--- src/rtl/core/mice_pkg.sv ---
`default_nettype none

package mice_pkg;

  localparam int unsigned DATA_W     = 32;
  localparam int unsigned STIFF_W    = 31;
  localparam int unsigned CFG_IDX_W  = 3;
  localparam int unsigned POS_BITS   = 16;
  localparam int unsigned SMALL_BITS = 12;
  localparam int unsigned FRAME_W    = 64;
  localparam int unsigned MODE_W     = 3;
  localparam int unsigned CMD_W      = 3;

  localparam int unsigned NUM_VALUES = 5;
  localparam int unsigned VAL_IDX_W  = 3;
  localparam int unsigned DIV_STEPS  = POS_BITS;
  localparam int unsigned CNT_W      = 4;
  localparam int unsigned SCALED_W   = DATA_W + POS_BITS;

  localparam logic [VAL_IDX_W-1:0] VAL_POS    = 3'd0;
  localparam logic [VAL_IDX_W-1:0] VAL_SPEED  = 3'd1;
  localparam logic [VAL_IDX_W-1:0] VAL_STIFF  = 3'd2;
  localparam logic [VAL_IDX_W-1:0] VAL_DAMP   = 3'd3;
  localparam logic [VAL_IDX_W-1:0] VAL_TORQUE = 3'd4;

  localparam logic [CFG_IDX_W-1:0] CFG_POSITION_MIN = 3'd0;
  localparam logic [CFG_IDX_W-1:0] CFG_POSITION_MAX = 3'd1;
  localparam logic [CFG_IDX_W-1:0] CFG_SPEED_MIN    = 3'd2;
  localparam logic [CFG_IDX_W-1:0] CFG_SPEED_MAX    = 3'd3;
  localparam logic [CFG_IDX_W-1:0] CFG_TORQUE_MIN   = 3'd4;
  localparam logic [CFG_IDX_W-1:0] CFG_TORQUE_MAX   = 3'd5;
  localparam logic [CFG_IDX_W-1:0] CFG_STIFF_MAX    = 3'd6;
  localparam logic [CFG_IDX_W-1:0] CFG_DAMP_MAX     = 3'd7;

  localparam logic signed [DATA_W-1:0] RST_POSITION_MIN = -32'sd819200;
  localparam logic signed [DATA_W-1:0] RST_POSITION_MAX = 32'sd819200;
  localparam logic signed [DATA_W-1:0] RST_SPEED_MIN    = -32'sd3276800;
  localparam logic signed [DATA_W-1:0] RST_SPEED_MAX    = 32'sd3276800;
  localparam logic signed [DATA_W-1:0] RST_TORQUE_MIN   = -32'sd1179648;
  localparam logic signed [DATA_W-1:0] RST_TORQUE_MAX   = 32'sd1179648;
  localparam logic [STIFF_W-1:0]       RST_STIFF_MAX    = 31'd32768000;
  localparam logic [STIFF_W-1:0]       RST_DAMP_MAX     = 31'd327680;

  localparam logic [FRAME_W-1:0] FRAME_ENTER = 64'hFFFF_FFFF_FFFF_FFFC;
  localparam logic [FRAME_W-1:0] FRAME_EXIT  = 64'hFFFF_FFFF_FFFF_FFFD;
  localparam logic [FRAME_W-1:0] FRAME_ZERO  = 64'hFFFF_FFFF_FFFF_FFFE;

  typedef enum logic [CMD_W-1:0] {
    CMD_RAW      = 3'd0,
    CMD_TORQUE   = 3'd1,
    CMD_SPEED    = 3'd2,
    CMD_POSITION = 3'd3,
    CMD_MIXED    = 3'd4,
    CMD_ENTER    = 3'd5,
    CMD_EXIT     = 3'd6,
    CMD_SET_ZERO = 3'd7
  } cmd_t;

  typedef enum logic [MODE_W-1:0] {
    MODE_EXIT     = 3'd0,
    MODE_ENTER    = 3'd1,
    MODE_TORQUE   = 3'd2,
    MODE_SPEED    = 3'd3,
    MODE_POSITION = 3'd4,
    MODE_MIXED    = 3'd5,
    MODE_WARNING  = 3'd6
  } mode_t;

  typedef enum logic [2:0] {
    KIND_ENCODED,
    KIND_ENTER,
    KIND_EXIT,
    KIND_ZERO,
    KIND_REFUSED
  } kind_t;

  typedef enum logic [2:0] {
    ST_IDLE,
    ST_CLAMP,
    ST_DIFF,
    ST_SCALE,
    ST_DIV,
    ST_EMIT
  } state_t;

  typedef struct packed {
    logic [CMD_W-1:0]         cmd;
    logic signed [DATA_W-1:0] torque_value;
    logic signed [DATA_W-1:0] speed_value;
    logic signed [DATA_W-1:0] position_value;
    logic signed [DATA_W-1:0] stiffness_value;
    logic signed [DATA_W-1:0] damping_value;
  } in_word_t;

  typedef struct packed {
    logic [FRAME_W-1:0] frame;
    logic               frame_valid;
    logic               last;
    logic [MODE_W-1:0]  mode_now;
  } out_word_t;

  typedef struct packed {
    logic                  load;
    logic [NUM_VALUES-1:0] val_mask;
    logic                  clamp;
    logic                  diff;
    logic                  scale;
    logic                  div_step;
    logic                  div_last;
    logic [VAL_IDX_W-1:0]  idx;
    logic                  emit;
    kind_t                 kind;
    logic                  last;
    mode_t                 mode;
  } dp_cmd_t;

  typedef struct packed {
    logic out_free;
  } dp_stat_t;

  function automatic logic [NUM_VALUES-1:0] value_mask(input cmd_t c);
    logic [NUM_VALUES-1:0] m;
    m = '0;
    case (c)
      CMD_RAW: begin
        m = '1;
      end
      CMD_TORQUE: begin
        m[VAL_TORQUE] = 1'b1;
      end
      CMD_SPEED: begin
        m[VAL_SPEED] = 1'b1;
        m[VAL_DAMP]  = 1'b1;
      end
      CMD_POSITION: begin
        m[VAL_POS]   = 1'b1;
        m[VAL_STIFF] = 1'b1;
      end
      CMD_MIXED: begin
        m[VAL_POS]   = 1'b1;
        m[VAL_SPEED] = 1'b1;
        m[VAL_STIFF] = 1'b1;
        m[VAL_DAMP]  = 1'b1;
      end
      default: begin
        m = '0;
      end
    endcase
    return m;
  endfunction

endpackage

`default_nettype wire

--- src/rtl/core/motor_impedance_command_encoder.sv ---
`default_nettype none

// Impedance command encoder: takes one command word with five Q15.16 requests
// and returns one or two 64-bit motor frames. Raw, torque, speed, position and
// mixed commands clamp each value to its limit registers and quantize it with a
// single shared 16-step restoring divider, one value after another; each value
// passes through the clamp, diff, scale and divide states in turn, and no new
// command is taken until the result is loaded into the output register. Enter
// goes from accept to the emit state, which loads its fixed word, and then it
// encodes the zero word. Exit, set zero and refused motion commands go from
// accept to the emit state, which loads their word. One output register holds
// the result, so a new command is taken while the last word still waits. Write
// the limit registers only while no command is in flight.
module motor_impedance_command_encoder (
  input  wire logic                            clk,
  input  wire logic                            rst_n,
  input  wire logic                            in_valid,
  output logic                                 in_ready,
  input  wire mice_pkg::in_word_t              in_data,
  output logic                                 out_valid,
  input  wire logic                            out_ready,
  output mice_pkg::out_word_t                  out_data,
  input  wire logic                            cfg_we,
  input  wire logic [mice_pkg::CFG_IDX_W-1:0]  cfg_index,
  input  wire logic [mice_pkg::DATA_W-1:0]     cfg_wdata
);

  mice_pkg::dp_cmd_t  dp_cmd;
  mice_pkg::dp_stat_t dp_stat;

  mice_ctrl u_ctrl (
    .clk      (clk),
    .rst_n    (rst_n),
    .in_valid (in_valid),
    .in_cmd   (mice_pkg::cmd_t'(in_data.cmd)),
    .in_ready (in_ready),
    .dp_cmd   (dp_cmd),
    .dp_stat  (dp_stat)
  );

  mice_dp u_dp (
    .clk       (clk),
    .rst_n     (rst_n),
    .in_data   (in_data),
    .cfg_we    (cfg_we),
    .cfg_index (cfg_index),
    .cfg_wdata (cfg_wdata),
    .dp_cmd    (dp_cmd),
    .dp_stat   (dp_stat),
    .out_valid (out_valid),
    .out_ready (out_ready),
    .out_data  (out_data)
  );

`ifndef ASSERT_OFF
  a_busy_after_accept: assert property (@(posedge clk) disable iff (!rst_n)
    in_valid && in_ready |=> !in_ready)
    else $error("input taken while a command is in flight");

  a_refused_word: assert property (@(posedge clk) disable iff (!rst_n)
    out_valid && !out_data.frame_valid |->
      out_data.frame == '0 && out_data.last &&
      out_data.mode_now == mice_pkg::MODE_WARNING)
    else $error("refused word malformed");

  a_first_of_two: assert property (@(posedge clk) disable iff (!rst_n)
    out_valid && !out_data.last |->
      out_data.frame == mice_pkg::FRAME_ENTER &&
      out_data.mode_now == mice_pkg::MODE_ENTER)
    else $error("non-final word is not the enter frame");

  a_emit_when_free: assert property (@(posedge clk) disable iff (!rst_n)
    dp_cmd.emit |-> dp_stat.out_free)
    else $error("output register overwritten");
`endif

endmodule

`default_nettype wire

--- src/rtl/core/mice_ctrl.sv ---
`default_nettype none

module mice_ctrl (
  input  wire logic              clk,
  input  wire logic              rst_n,
  input  wire logic              in_valid,
  input  wire mice_pkg::cmd_t    in_cmd,
  output logic                   in_ready,
  output mice_pkg::dp_cmd_t      dp_cmd,
  input  wire mice_pkg::dp_stat_t dp_stat
);

  mice_pkg::state_t                       state_r, state_nxt;
  mice_pkg::mode_t                        mode_r, mode_nxt;
  mice_pkg::kind_t                        kind_r, kind_nxt;
  logic                                   last_r, last_nxt;
  logic                                   enc_after_r, enc_after_nxt;
  logic [mice_pkg::VAL_IDX_W-1:0]         idx_r, idx_nxt;
  logic [mice_pkg::CNT_W-1:0]             cnt_r, cnt_nxt;

  always_ff @(posedge clk) begin
    if (!rst_n) begin
      state_r     <= mice_pkg::ST_IDLE;
      mode_r      <= mice_pkg::MODE_EXIT;
      kind_r      <= mice_pkg::KIND_ENCODED;
      last_r      <= 1'b1;
      enc_after_r <= 1'b0;
      idx_r       <= '0;
      cnt_r       <= '0;
    end else begin
      state_r     <= state_nxt;
      mode_r      <= mode_nxt;
      kind_r      <= kind_nxt;
      last_r      <= last_nxt;
      enc_after_r <= enc_after_nxt;
      idx_r       <= idx_nxt;
      cnt_r       <= cnt_nxt;
    end
  end

  always_comb begin
    state_nxt     = state_r;
    mode_nxt      = mode_r;
    kind_nxt      = kind_r;
    last_nxt      = last_r;
    enc_after_nxt = enc_after_r;
    idx_nxt       = idx_r;
    cnt_nxt       = cnt_r;
    in_ready      = 1'b0;

    dp_cmd          = '0;
    dp_cmd.idx      = idx_r;
    dp_cmd.kind     = kind_r;
    dp_cmd.last     = last_r;
    dp_cmd.mode     = mode_r;

    unique case (state_r)
      mice_pkg::ST_IDLE: begin
        in_ready = 1'b1;
        if (in_valid) begin
          dp_cmd.load     = 1'b1;
          dp_cmd.val_mask = mice_pkg::value_mask(in_cmd);
          idx_nxt         = '0;
          last_nxt        = 1'b1;
          enc_after_nxt   = 1'b0;
          unique case (in_cmd) inside
            mice_pkg::CMD_RAW: begin
              kind_nxt  = mice_pkg::KIND_ENCODED;
              state_nxt = mice_pkg::ST_CLAMP;
            end
            mice_pkg::CMD_ENTER: begin
              mode_nxt      = mice_pkg::MODE_ENTER;
              kind_nxt      = mice_pkg::KIND_ENTER;
              last_nxt      = 1'b0;
              enc_after_nxt = 1'b1;
              state_nxt     = mice_pkg::ST_EMIT;
            end
            mice_pkg::CMD_EXIT: begin
              mode_nxt  = mice_pkg::MODE_EXIT;
              kind_nxt  = mice_pkg::KIND_EXIT;
              state_nxt = mice_pkg::ST_EMIT;
            end
            mice_pkg::CMD_SET_ZERO: begin
              kind_nxt  = mice_pkg::KIND_ZERO;
              state_nxt = mice_pkg::ST_EMIT;
            end
            mice_pkg::CMD_TORQUE, mice_pkg::CMD_SPEED,
            mice_pkg::CMD_POSITION, mice_pkg::CMD_MIXED: begin
              if (mode_r == mice_pkg::MODE_EXIT) begin
                mode_nxt  = mice_pkg::MODE_WARNING;
                kind_nxt  = mice_pkg::KIND_REFUSED;
                state_nxt = mice_pkg::ST_EMIT;
              end else begin
                unique case (in_cmd)
                  mice_pkg::CMD_TORQUE:   mode_nxt = mice_pkg::MODE_TORQUE;
                  mice_pkg::CMD_SPEED:    mode_nxt = mice_pkg::MODE_SPEED;
                  mice_pkg::CMD_POSITION: mode_nxt = mice_pkg::MODE_POSITION;
                  default:                mode_nxt = mice_pkg::MODE_MIXED;
                endcase
                kind_nxt  = mice_pkg::KIND_ENCODED;
                state_nxt = mice_pkg::ST_CLAMP;
              end
            end
            default: begin
              state_nxt = mice_pkg::ST_IDLE;
            end
          endcase
        end
      end
      mice_pkg::ST_CLAMP: begin
        dp_cmd.clamp = 1'b1;
        state_nxt    = mice_pkg::ST_DIFF;
      end
      mice_pkg::ST_DIFF: begin
        dp_cmd.diff = 1'b1;
        state_nxt   = mice_pkg::ST_SCALE;
      end
      mice_pkg::ST_SCALE: begin
        dp_cmd.scale = 1'b1;
        cnt_nxt      = '0;
        state_nxt    = mice_pkg::ST_DIV;
      end
      mice_pkg::ST_DIV: begin
        dp_cmd.div_step = 1'b1;
        cnt_nxt         = cnt_r + mice_pkg::CNT_W'(1);
        if (cnt_r == mice_pkg::CNT_W'(mice_pkg::DIV_STEPS - 1)) begin
          dp_cmd.div_last = 1'b1;
          if (idx_r == mice_pkg::VAL_IDX_W'(mice_pkg::NUM_VALUES - 1)) begin
            state_nxt = mice_pkg::ST_EMIT;
          end else begin
            idx_nxt   = idx_r + mice_pkg::VAL_IDX_W'(1);
            state_nxt = mice_pkg::ST_CLAMP;
          end
        end
      end
      mice_pkg::ST_EMIT: begin
        if (dp_stat.out_free) begin
          dp_cmd.emit = 1'b1;
          if (enc_after_r) begin
            enc_after_nxt = 1'b0;
            kind_nxt      = mice_pkg::KIND_ENCODED;
            last_nxt      = 1'b1;
            idx_nxt       = '0;
            state_nxt     = mice_pkg::ST_CLAMP;
          end else begin
            state_nxt = mice_pkg::ST_IDLE;
          end
        end
      end
      default: begin
        state_nxt = mice_pkg::ST_IDLE;
      end
    endcase
  end

endmodule

`default_nettype wire

--- src/rtl/core/mice_dp.sv ---
`default_nettype none

module mice_dp (
  input  wire logic                            clk,
  input  wire logic                            rst_n,
  input  wire mice_pkg::in_word_t              in_data,
  input  wire logic                            cfg_we,
  input  wire logic [mice_pkg::CFG_IDX_W-1:0]  cfg_index,
  input  wire logic [mice_pkg::DATA_W-1:0]     cfg_wdata,
  input  wire mice_pkg::dp_cmd_t               dp_cmd,
  output mice_pkg::dp_stat_t                   dp_stat,
  output logic                                 out_valid,
  input  wire logic                            out_ready,
  output mice_pkg::out_word_t                  out_data
);

  localparam int unsigned DW  = mice_pkg::DATA_W;
  localparam int unsigned XW  = mice_pkg::DATA_W + 1;
  localparam int unsigned PB  = mice_pkg::POS_BITS;
  localparam int unsigned SB  = mice_pkg::SMALL_BITS;
  localparam int unsigned SW  = mice_pkg::SCALED_W;

  logic signed [DW-1:0]             pos_min_r, pos_max_r;
  logic signed [DW-1:0]             speed_min_r, speed_max_r;
  logic signed [DW-1:0]             torque_min_r, torque_max_r;
  logic [mice_pkg::STIFF_W-1:0]     stiff_max_r, damp_max_r;

  logic signed [DW-1:0]             vals_r [mice_pkg::NUM_VALUES];
  logic [PB-1:0]                    code_r [mice_pkg::NUM_VALUES];

  logic signed [XW-1:0]             sel_x, sel_lo, sel_hi;
  logic signed [XW-1:0]             x_low, x_clamp, span;
  logic signed [XW-1:0]             xc_r, lo_r;
  logic [DW-1:0]                    span_r;
  logic                             span_ok_r;
  logic                             wide_r;
  logic signed [XW-1:0]             diff_full;
  logic [DW-1:0]                    diff_r;
  logic [SW-1:0]                    scaled;
  logic [DW-1:0]                    rem_r, rem_nxt;
  logic [PB-1:0]                    quo_r, quo_nxt;
  logic [XW-1:0]                    trial;
  logic                             qbit;
  logic [mice_pkg::FRAME_W-1:0]     enc_frame;

  logic                             out_valid_r;
  mice_pkg::out_word_t              out_word_r, out_word_nxt;

  always_ff @(posedge clk) begin
    if (!rst_n) begin
      pos_min_r    <= mice_pkg::RST_POSITION_MIN;
      pos_max_r    <= mice_pkg::RST_POSITION_MAX;
      speed_min_r  <= mice_pkg::RST_SPEED_MIN;
      speed_max_r  <= mice_pkg::RST_SPEED_MAX;
      torque_min_r <= mice_pkg::RST_TORQUE_MIN;
      torque_max_r <= mice_pkg::RST_TORQUE_MAX;
      stiff_max_r  <= mice_pkg::RST_STIFF_MAX;
      damp_max_r   <= mice_pkg::RST_DAMP_MAX;
    end else if (cfg_we) begin
      unique case (cfg_index)
        mice_pkg::CFG_POSITION_MIN: pos_min_r    <= cfg_wdata;
        mice_pkg::CFG_POSITION_MAX: pos_max_r    <= cfg_wdata;
        mice_pkg::CFG_SPEED_MIN:    speed_min_r  <= cfg_wdata;
        mice_pkg::CFG_SPEED_MAX:    speed_max_r  <= cfg_wdata;
        mice_pkg::CFG_TORQUE_MIN:   torque_min_r <= cfg_wdata;
        mice_pkg::CFG_TORQUE_MAX:   torque_max_r <= cfg_wdata;
        mice_pkg::CFG_STIFF_MAX:    stiff_max_r  <= cfg_wdata[mice_pkg::STIFF_W-1:0];
        mice_pkg::CFG_DAMP_MAX:     damp_max_r   <= cfg_wdata[mice_pkg::STIFF_W-1:0];
        default: begin
        end
      endcase
    end
  end

  // zero the values that the command leaves unused
  always_ff @(posedge clk) begin
    if (dp_cmd.load) begin
      vals_r[mice_pkg::VAL_POS]    <= dp_cmd.val_mask[mice_pkg::VAL_POS] ?
                                      in_data.position_value : '0;
      vals_r[mice_pkg::VAL_SPEED]  <= dp_cmd.val_mask[mice_pkg::VAL_SPEED] ?
                                      in_data.speed_value : '0;
      vals_r[mice_pkg::VAL_STIFF]  <= dp_cmd.val_mask[mice_pkg::VAL_STIFF] ?
                                      in_data.stiffness_value : '0;
      vals_r[mice_pkg::VAL_DAMP]   <= dp_cmd.val_mask[mice_pkg::VAL_DAMP] ?
                                      in_data.damping_value : '0;
      vals_r[mice_pkg::VAL_TORQUE] <= dp_cmd.val_mask[mice_pkg::VAL_TORQUE] ?
                                      in_data.torque_value : '0;
    end
  end

  always_comb begin
    unique case (dp_cmd.idx)
      mice_pkg::VAL_POS: begin
        sel_x  = XW'(vals_r[mice_pkg::VAL_POS]);
        sel_lo = XW'(pos_min_r);
        sel_hi = XW'(pos_max_r);
      end
      mice_pkg::VAL_SPEED: begin
        sel_x  = XW'(vals_r[mice_pkg::VAL_SPEED]);
        sel_lo = XW'(speed_min_r);
        sel_hi = XW'(speed_max_r);
      end
      mice_pkg::VAL_STIFF: begin
        sel_x  = XW'(vals_r[mice_pkg::VAL_STIFF]);
        sel_lo = '0;
        sel_hi = {2'b00, stiff_max_r};
      end
      mice_pkg::VAL_DAMP: begin
        sel_x  = XW'(vals_r[mice_pkg::VAL_DAMP]);
        sel_lo = '0;
        sel_hi = {2'b00, damp_max_r};
      end
      default: begin
        sel_x  = XW'(vals_r[mice_pkg::VAL_TORQUE]);
        sel_lo = XW'(torque_min_r);
        sel_hi = XW'(torque_max_r);
      end
    endcase
  end

  assign x_low   = (sel_x < sel_lo) ? sel_lo : sel_x;
  assign x_clamp = (x_low > sel_hi) ? sel_hi : x_low;
  assign span    = sel_hi - sel_lo;

  assign diff_full = xc_r - lo_r;

  assign scaled = wide_r ?
                  ({diff_r, {PB{1'b0}}} - {{PB{1'b0}}, diff_r}) :
                  ({{(PB - SB){1'b0}}, diff_r, {SB{1'b0}}} - {{PB{1'b0}}, diff_r});

  // restoring divide: one quotient bit per step
  assign trial   = {rem_r, quo_r[PB-1]} - {1'b0, span_r};
  assign qbit    = ~trial[XW-1];
  assign rem_nxt = qbit ? trial[DW-1:0] : {rem_r[DW-2:0], quo_r[PB-1]};
  assign quo_nxt = {quo_r[PB-2:0], qbit};

  always_ff @(posedge clk) begin
    if (dp_cmd.clamp) begin
      xc_r      <= x_clamp;
      lo_r      <= sel_lo;
      span_r    <= span[DW-1:0];
      span_ok_r <= (span > XW'(0));
      wide_r    <= (dp_cmd.idx == mice_pkg::VAL_POS);
    end
    if (dp_cmd.diff) begin
      diff_r <= diff_full[DW-1:0];
    end
    if (dp_cmd.scale) begin
      rem_r <= scaled[SW-1:PB];
      quo_r <= scaled[PB-1:0];
    end else if (dp_cmd.div_step) begin
      rem_r <= rem_nxt;
      quo_r <= quo_nxt;
    end
    if (dp_cmd.div_last) begin
      code_r[dp_cmd.idx] <= span_ok_r ? quo_nxt : '0;
    end
  end

  assign enc_frame = {code_r[mice_pkg::VAL_POS],
                      code_r[mice_pkg::VAL_SPEED][SB-1:0],
                      code_r[mice_pkg::VAL_STIFF][SB-1:0],
                      code_r[mice_pkg::VAL_DAMP][SB-1:0],
                      code_r[mice_pkg::VAL_TORQUE][SB-1:0]};

  always_comb begin
    out_word_nxt.frame_valid = 1'b1;
    out_word_nxt.last        = dp_cmd.last;
    out_word_nxt.mode_now    = dp_cmd.mode;
    unique case (dp_cmd.kind)
      mice_pkg::KIND_ENCODED: out_word_nxt.frame = enc_frame;
      mice_pkg::KIND_ENTER:   out_word_nxt.frame = mice_pkg::FRAME_ENTER;
      mice_pkg::KIND_EXIT:    out_word_nxt.frame = mice_pkg::FRAME_EXIT;
      mice_pkg::KIND_ZERO:    out_word_nxt.frame = mice_pkg::FRAME_ZERO;
      default: begin
        out_word_nxt.frame       = '0;
        out_word_nxt.frame_valid = 1'b0;
      end
    endcase
  end

  always_ff @(posedge clk) begin
    if (!rst_n) begin
      out_valid_r <= 1'b0;
    end else if (dp_cmd.emit) begin
      out_valid_r <= 1'b1;
    end else if (out_ready) begin
      out_valid_r <= 1'b0;
    end
  end

  always_ff @(posedge clk) begin
    if (dp_cmd.emit) begin
      out_word_r <= out_word_nxt;
    end
  end

  assign dp_stat.out_free = ~out_valid_r | out_ready;
  assign out_valid        = out_valid_r;
  assign out_data         = out_word_r;

endmodule

`default_nettype wire
--- config.mk ---
export PLATFORM = sky130hd
export DESIGN_NAME = motor_impedance_command_encoder
export DESIGN_NICKNAME = d
export VERILOG_FILES = /design/src/rtl/core/mice_pkg.sv /design/src/rtl/core/motor_impedance_command_encoder.sv /design/src/rtl/core/mice_ctrl.sv /design/src/rtl/core/mice_dp.sv
export SDC_FILE = /design/constraint.sdc
export NUM_CORES = 2
export LEC_CHECK = 0
export BUFFER_PORTS_ARGS = -buffer_cell sky130_fd_sc_hd__buf_4
export CAP_MARGIN = 10
export CORE_MARGIN = 1
export CORE_UTILIZATION = 50
export CTS_CLUSTER_SIZE = 20
export DETAILED_ROUTE_END_ITERATION = 10
export PLACE_DENSITY = 0.78
export SKIP_CTS_REPAIR_TIMING = 1
export SLEW_MARGIN = 10
export SYNTH_ARGS = -nofsm -noshare
export SYNTH_HDL_FRONTEND = slang
export SYNTH_SLANG_ARGS = --single-unit
export TNS_END_PERCENT = 1
--- constraint.sdc ---
create_clock -name clk -period 8.3 [get_ports clk]
set_input_delay 1.66 -clock clk [delete_from_list [all_inputs] [get_ports clk]]
set_output_delay 1.66 -clock clk [all_outputs]
set_load 0.01 [all_outputs]
==> impl_metrics.py <==
metrics = {
    "run_status": {
        "status": "complete, no violations",
    },
    "routing": {
        "vias": 32000,
        "first_iter_violations": 3125,
        "totalWireLength_microns": 113000,
        "vias_per_cell": 5.87,
        "ant_nets": 0,
        "dr.pass1.iters": 8,
        "wire_per_inst_microns": 20.8,
        "drc": 0,
    },
    "final_layout": {
        "mostFrequentLayoutCells": "nand2_1 (658), edfxtp_1 (471), buf_4 (328)",
        "layout_commonest_cell": "nand2_1",
        "syn_to_final_growth_pct": 14.3,
        "diodes": 0,
        "num-fill-cells": 6690,
        "drive_above_1_share": 0.127,
        "layout.nets": 4732,
    },
    "setup_path": {
        "cp.depth": 31,
        "cp_max_fo": 65,
        "cp.arrival_ns": 8.06,
        "max_stage_delay_ns": 0.70,
        "worst_setup_path_start_kind": "flip-flop",
        "cp.required_ns": 8.67,
        "slowest_stage": "o21bai_4",
        "ff2ff_path_depth": 31,
        "critPathKind": "flip-flop to flip-flop",
        "critPathBufInv": 6,
        "critical-path-top-delay-family": "compound AO/OA/AOI/OAI gates",
        "endpoint_kind": "flip-flop",
    },
    "power_and_ir_drop": {
        "peakVddDrop_uv": 152,
        "power.density_nw_per_um2": 240,
        "p_leak_nw": 18.6,
    },
    "timing": {
        "worst_pin_slew_ns": 1.19,
        "finalHoldViolations": 0,
        "setup_viol": 0,
        "drv_slew": 0,
        "rsz0062_at_grt": "no",
        "period_minus_slack_ns": 7.70,
        "fin_crit_sh": 0.928,
        "fmax_mhz": 130,
        "slew_headroom": 0.195,
        "setup_tns_ns": 0,
        "worst_clock_skew_ns": 0.0500,
        "whs_ns": 0.461,
    },
    "min_path": {
        "min_path_cells": 2,
        "hold_class": "flip-flop to flip-flop",
    },
    "synth": {
        "synthCells": 4166,
        "synth_area_leader_cell": "edfxtp_1",
        "synth_cell_type_count": 93,
        "ys_ff_latch": 744,
        "ys.warnings.count": 0,
        "seq_area_frac_synth": 0.488,
        "yosys-top-cells-area": "edfxtp_1 (35%), dfxtp_1 (14%), ha_1 (6.3%)",
        "synth_area_sq_um": 40200,
        "syn_area_per_cell_sq_um": 9.65,
        "synth_edf_count": 471,
        "synth_top_area_share": 0.352,
        "syn_nets": 4573,
        "ys.flop_type": "edfxtp_1",
        "synthArstFlopShare": 0,
    },
    "global_routing": {
        "grt_max_degree": 98,
        "grt.overflow.total": 0,
        "globalRouteTotalUtil": 0.273,
        "grt_pass1_vias": 30600,
        "grt_pass1_wl_microns": 175000,
        "grt_antenna_before_repair": 4,
    },
    "floorplan": {
        "rows": 103,
        "io_pins": 274,
        "start_util": 0.507,
        "die_h_microns": 286,
        "die_w_microns": 286,
        "die_area_sq_um": 81500,
        "core-area_sq_um": 79300,
    },
    "clock_network": {
        "cts_buffer_depth": 3,
        "cts_tree": "done",
        "cts_num_sinks": 744,
        "numCtsBuffers": 80,
        "clock_tree.htree_level_count": 3,
        "clock-root-buffer": "clkbuf_16",
        "clkTransAtPathRegs_ns": 0.06,
        "clk_latency_ns": 0.64,
    },
    "placement": {
        "numPortBuffers": 273,
        "post-dp-hpwl_microns": 80900,
        "place_congestion": 0.983,
    },
    "run": {
        "maxCapViolations": 0,
    },
}
[sequential cells by signal, summed over array words and instances, names as in the netlist, 32 cells and up]
| register | flops |
|---|---|
| u_dp.vals_r | 160 |
| u_dp.out_data | 69 |
| u_dp.code_r | 64 |
| u_dp.diff_r | 32 |
| u_dp.lo_r | 32 |
| u_dp.pos_max_r | 32 |
| u_dp.pos_min_r | 32 |
| u_dp.rem_r | 32 |
| u_dp.span_r | 32 |
| u_dp.speed_max_r | 32 |
| u_dp.speed_min_r | 32 |
| u_dp.torque_max_r | 32 |
| u_dp.torque_min_r | 32 |
| u_dp.xc_r | 32 |
[power breakdown]
group | switching (W) | internal, W
logic | 0.00159 | 0.00111
clock network | 0.00151 | 0.00212
registers | 0.000237 | 0.00447
total | 0.00334 | 0.00770
[Yosys cell counts, types with 6 or more instances]
cell type and instances:
a22oi_1 128, o21bai_1 17, ha_1 201, mux2_1 7, o21ai_0 137, a211o_1 7
o41ai_1 6, o21ai_1 14, and3_1 15, nor2_1 257, nor3b_1 7, a21boi_0 202
o211a_1 7, a211oi_1 27, clkbuf_1 213, nor4_1 26, a21oi_1 158, mux2i_1 54
nand2b_1 28, o31ai_1 10, a31oi_1 26, a21o_1 93, clkbuf_2 31, nor2b_1 34
nor3_1 38, or4_1 7, nand3_1 175, a2111oi_0 7, or2_2 11, o21a_1 28
or3_1 17, inv_1 218, dfxtp_1 273, a222oi_1 34, o211ai_1 11, xor2_1 42
and2_1 187, a31o_2 6, mux2_2 30, nand4b_1 6, xnor2_1 97, edfxtp_1 471
nand2_1 660, nand4_1 33
[through the flow]
stage | cell area, sq um | cells | util | total power [W] | worst slack [ns]
final | 45900 | 5441 | 0.580 | 0.0110 | 0.601
after floorplan | 40200 | 4166 | - | 0.00667 | 1.96
after global placement | 43200 | 5293 | 0.546 | 0.00737 | 0.908
after detailed placement | 43200 | 5293 | 0.546 | 0.00742 | 0.731
after CTS | 45900 | 5441 | 0.580 | 0.0110 | 0.704
after global routing | 45900 | 5441 | 0.580 | 0.0115 | 0.0422
[worst min-delay path, stage by stage (launching register included)]
cell and delay, ns:
dfxtp_1 0.30, nand2_1 0.04, a21boi_0 0.06
[layout make-up]
type | count | area [sq um] | share of cell area
clock buffers | 117 | 2290 | 0.0498
clock inverters | 31 | 413 | 0.00899
inverters | 219 | 827 | 0.0180
multi-input cells | 2948 | 19000 | 0.413
flip-flops and latches | 744 | 19600 | 0.427
well taps | 1050 | 1310 | 0.0286
repair buffers | 332 | 2530 | 0.0552
[path summary, 6_finish.rpt]
kind,start,to,slack [ns]
worst max-delay path,u_ctrl.idx_r[0]$_SDFFE_PN0P_,u_dp.xc_r[1]$_DFFE_PP_,0.60
worst min register to register,u_dp.torque_max_r[21]$_SDFFE_PN0P_,u_dp.torque_max_r[21]$_SDFFE_PN0P_,0.46
worst max register to register,u_ctrl.idx_r[0]$_SDFFE_PN0P_,u_dp.xc_r[1]$_DFFE_PP_,0.60
worst min-delay path,u_dp.torque_max_r[21]$_SDFFE_PN0P_,u_dp.torque_max_r[21]$_SDFFE_PN0P_,0.46
[logic make-up after synthesis]
family	after synthesis	share of synthesized area
AND/OR/NAND/NOR	1521	0.175
AO/OA/AOI/OAI	992	0.173
flip-flops	744	0.488
buffers and inverters	474	0.0456
adder cells (fa/ha/maj)	204	0.0641
XOR/XNOR	139	0.0303
multiplexers	92	0.0242
[per-layer routing]
layer,vias up,wire length [microns],global-route usage
met2,1355,53200,0.453
met1,15200,47100,0.358
met4,0,4790,0.116
li1,15200,-,-
met3,222,8170,0.0377
met5,-,0,0
(Power assumes the default switching activity.)
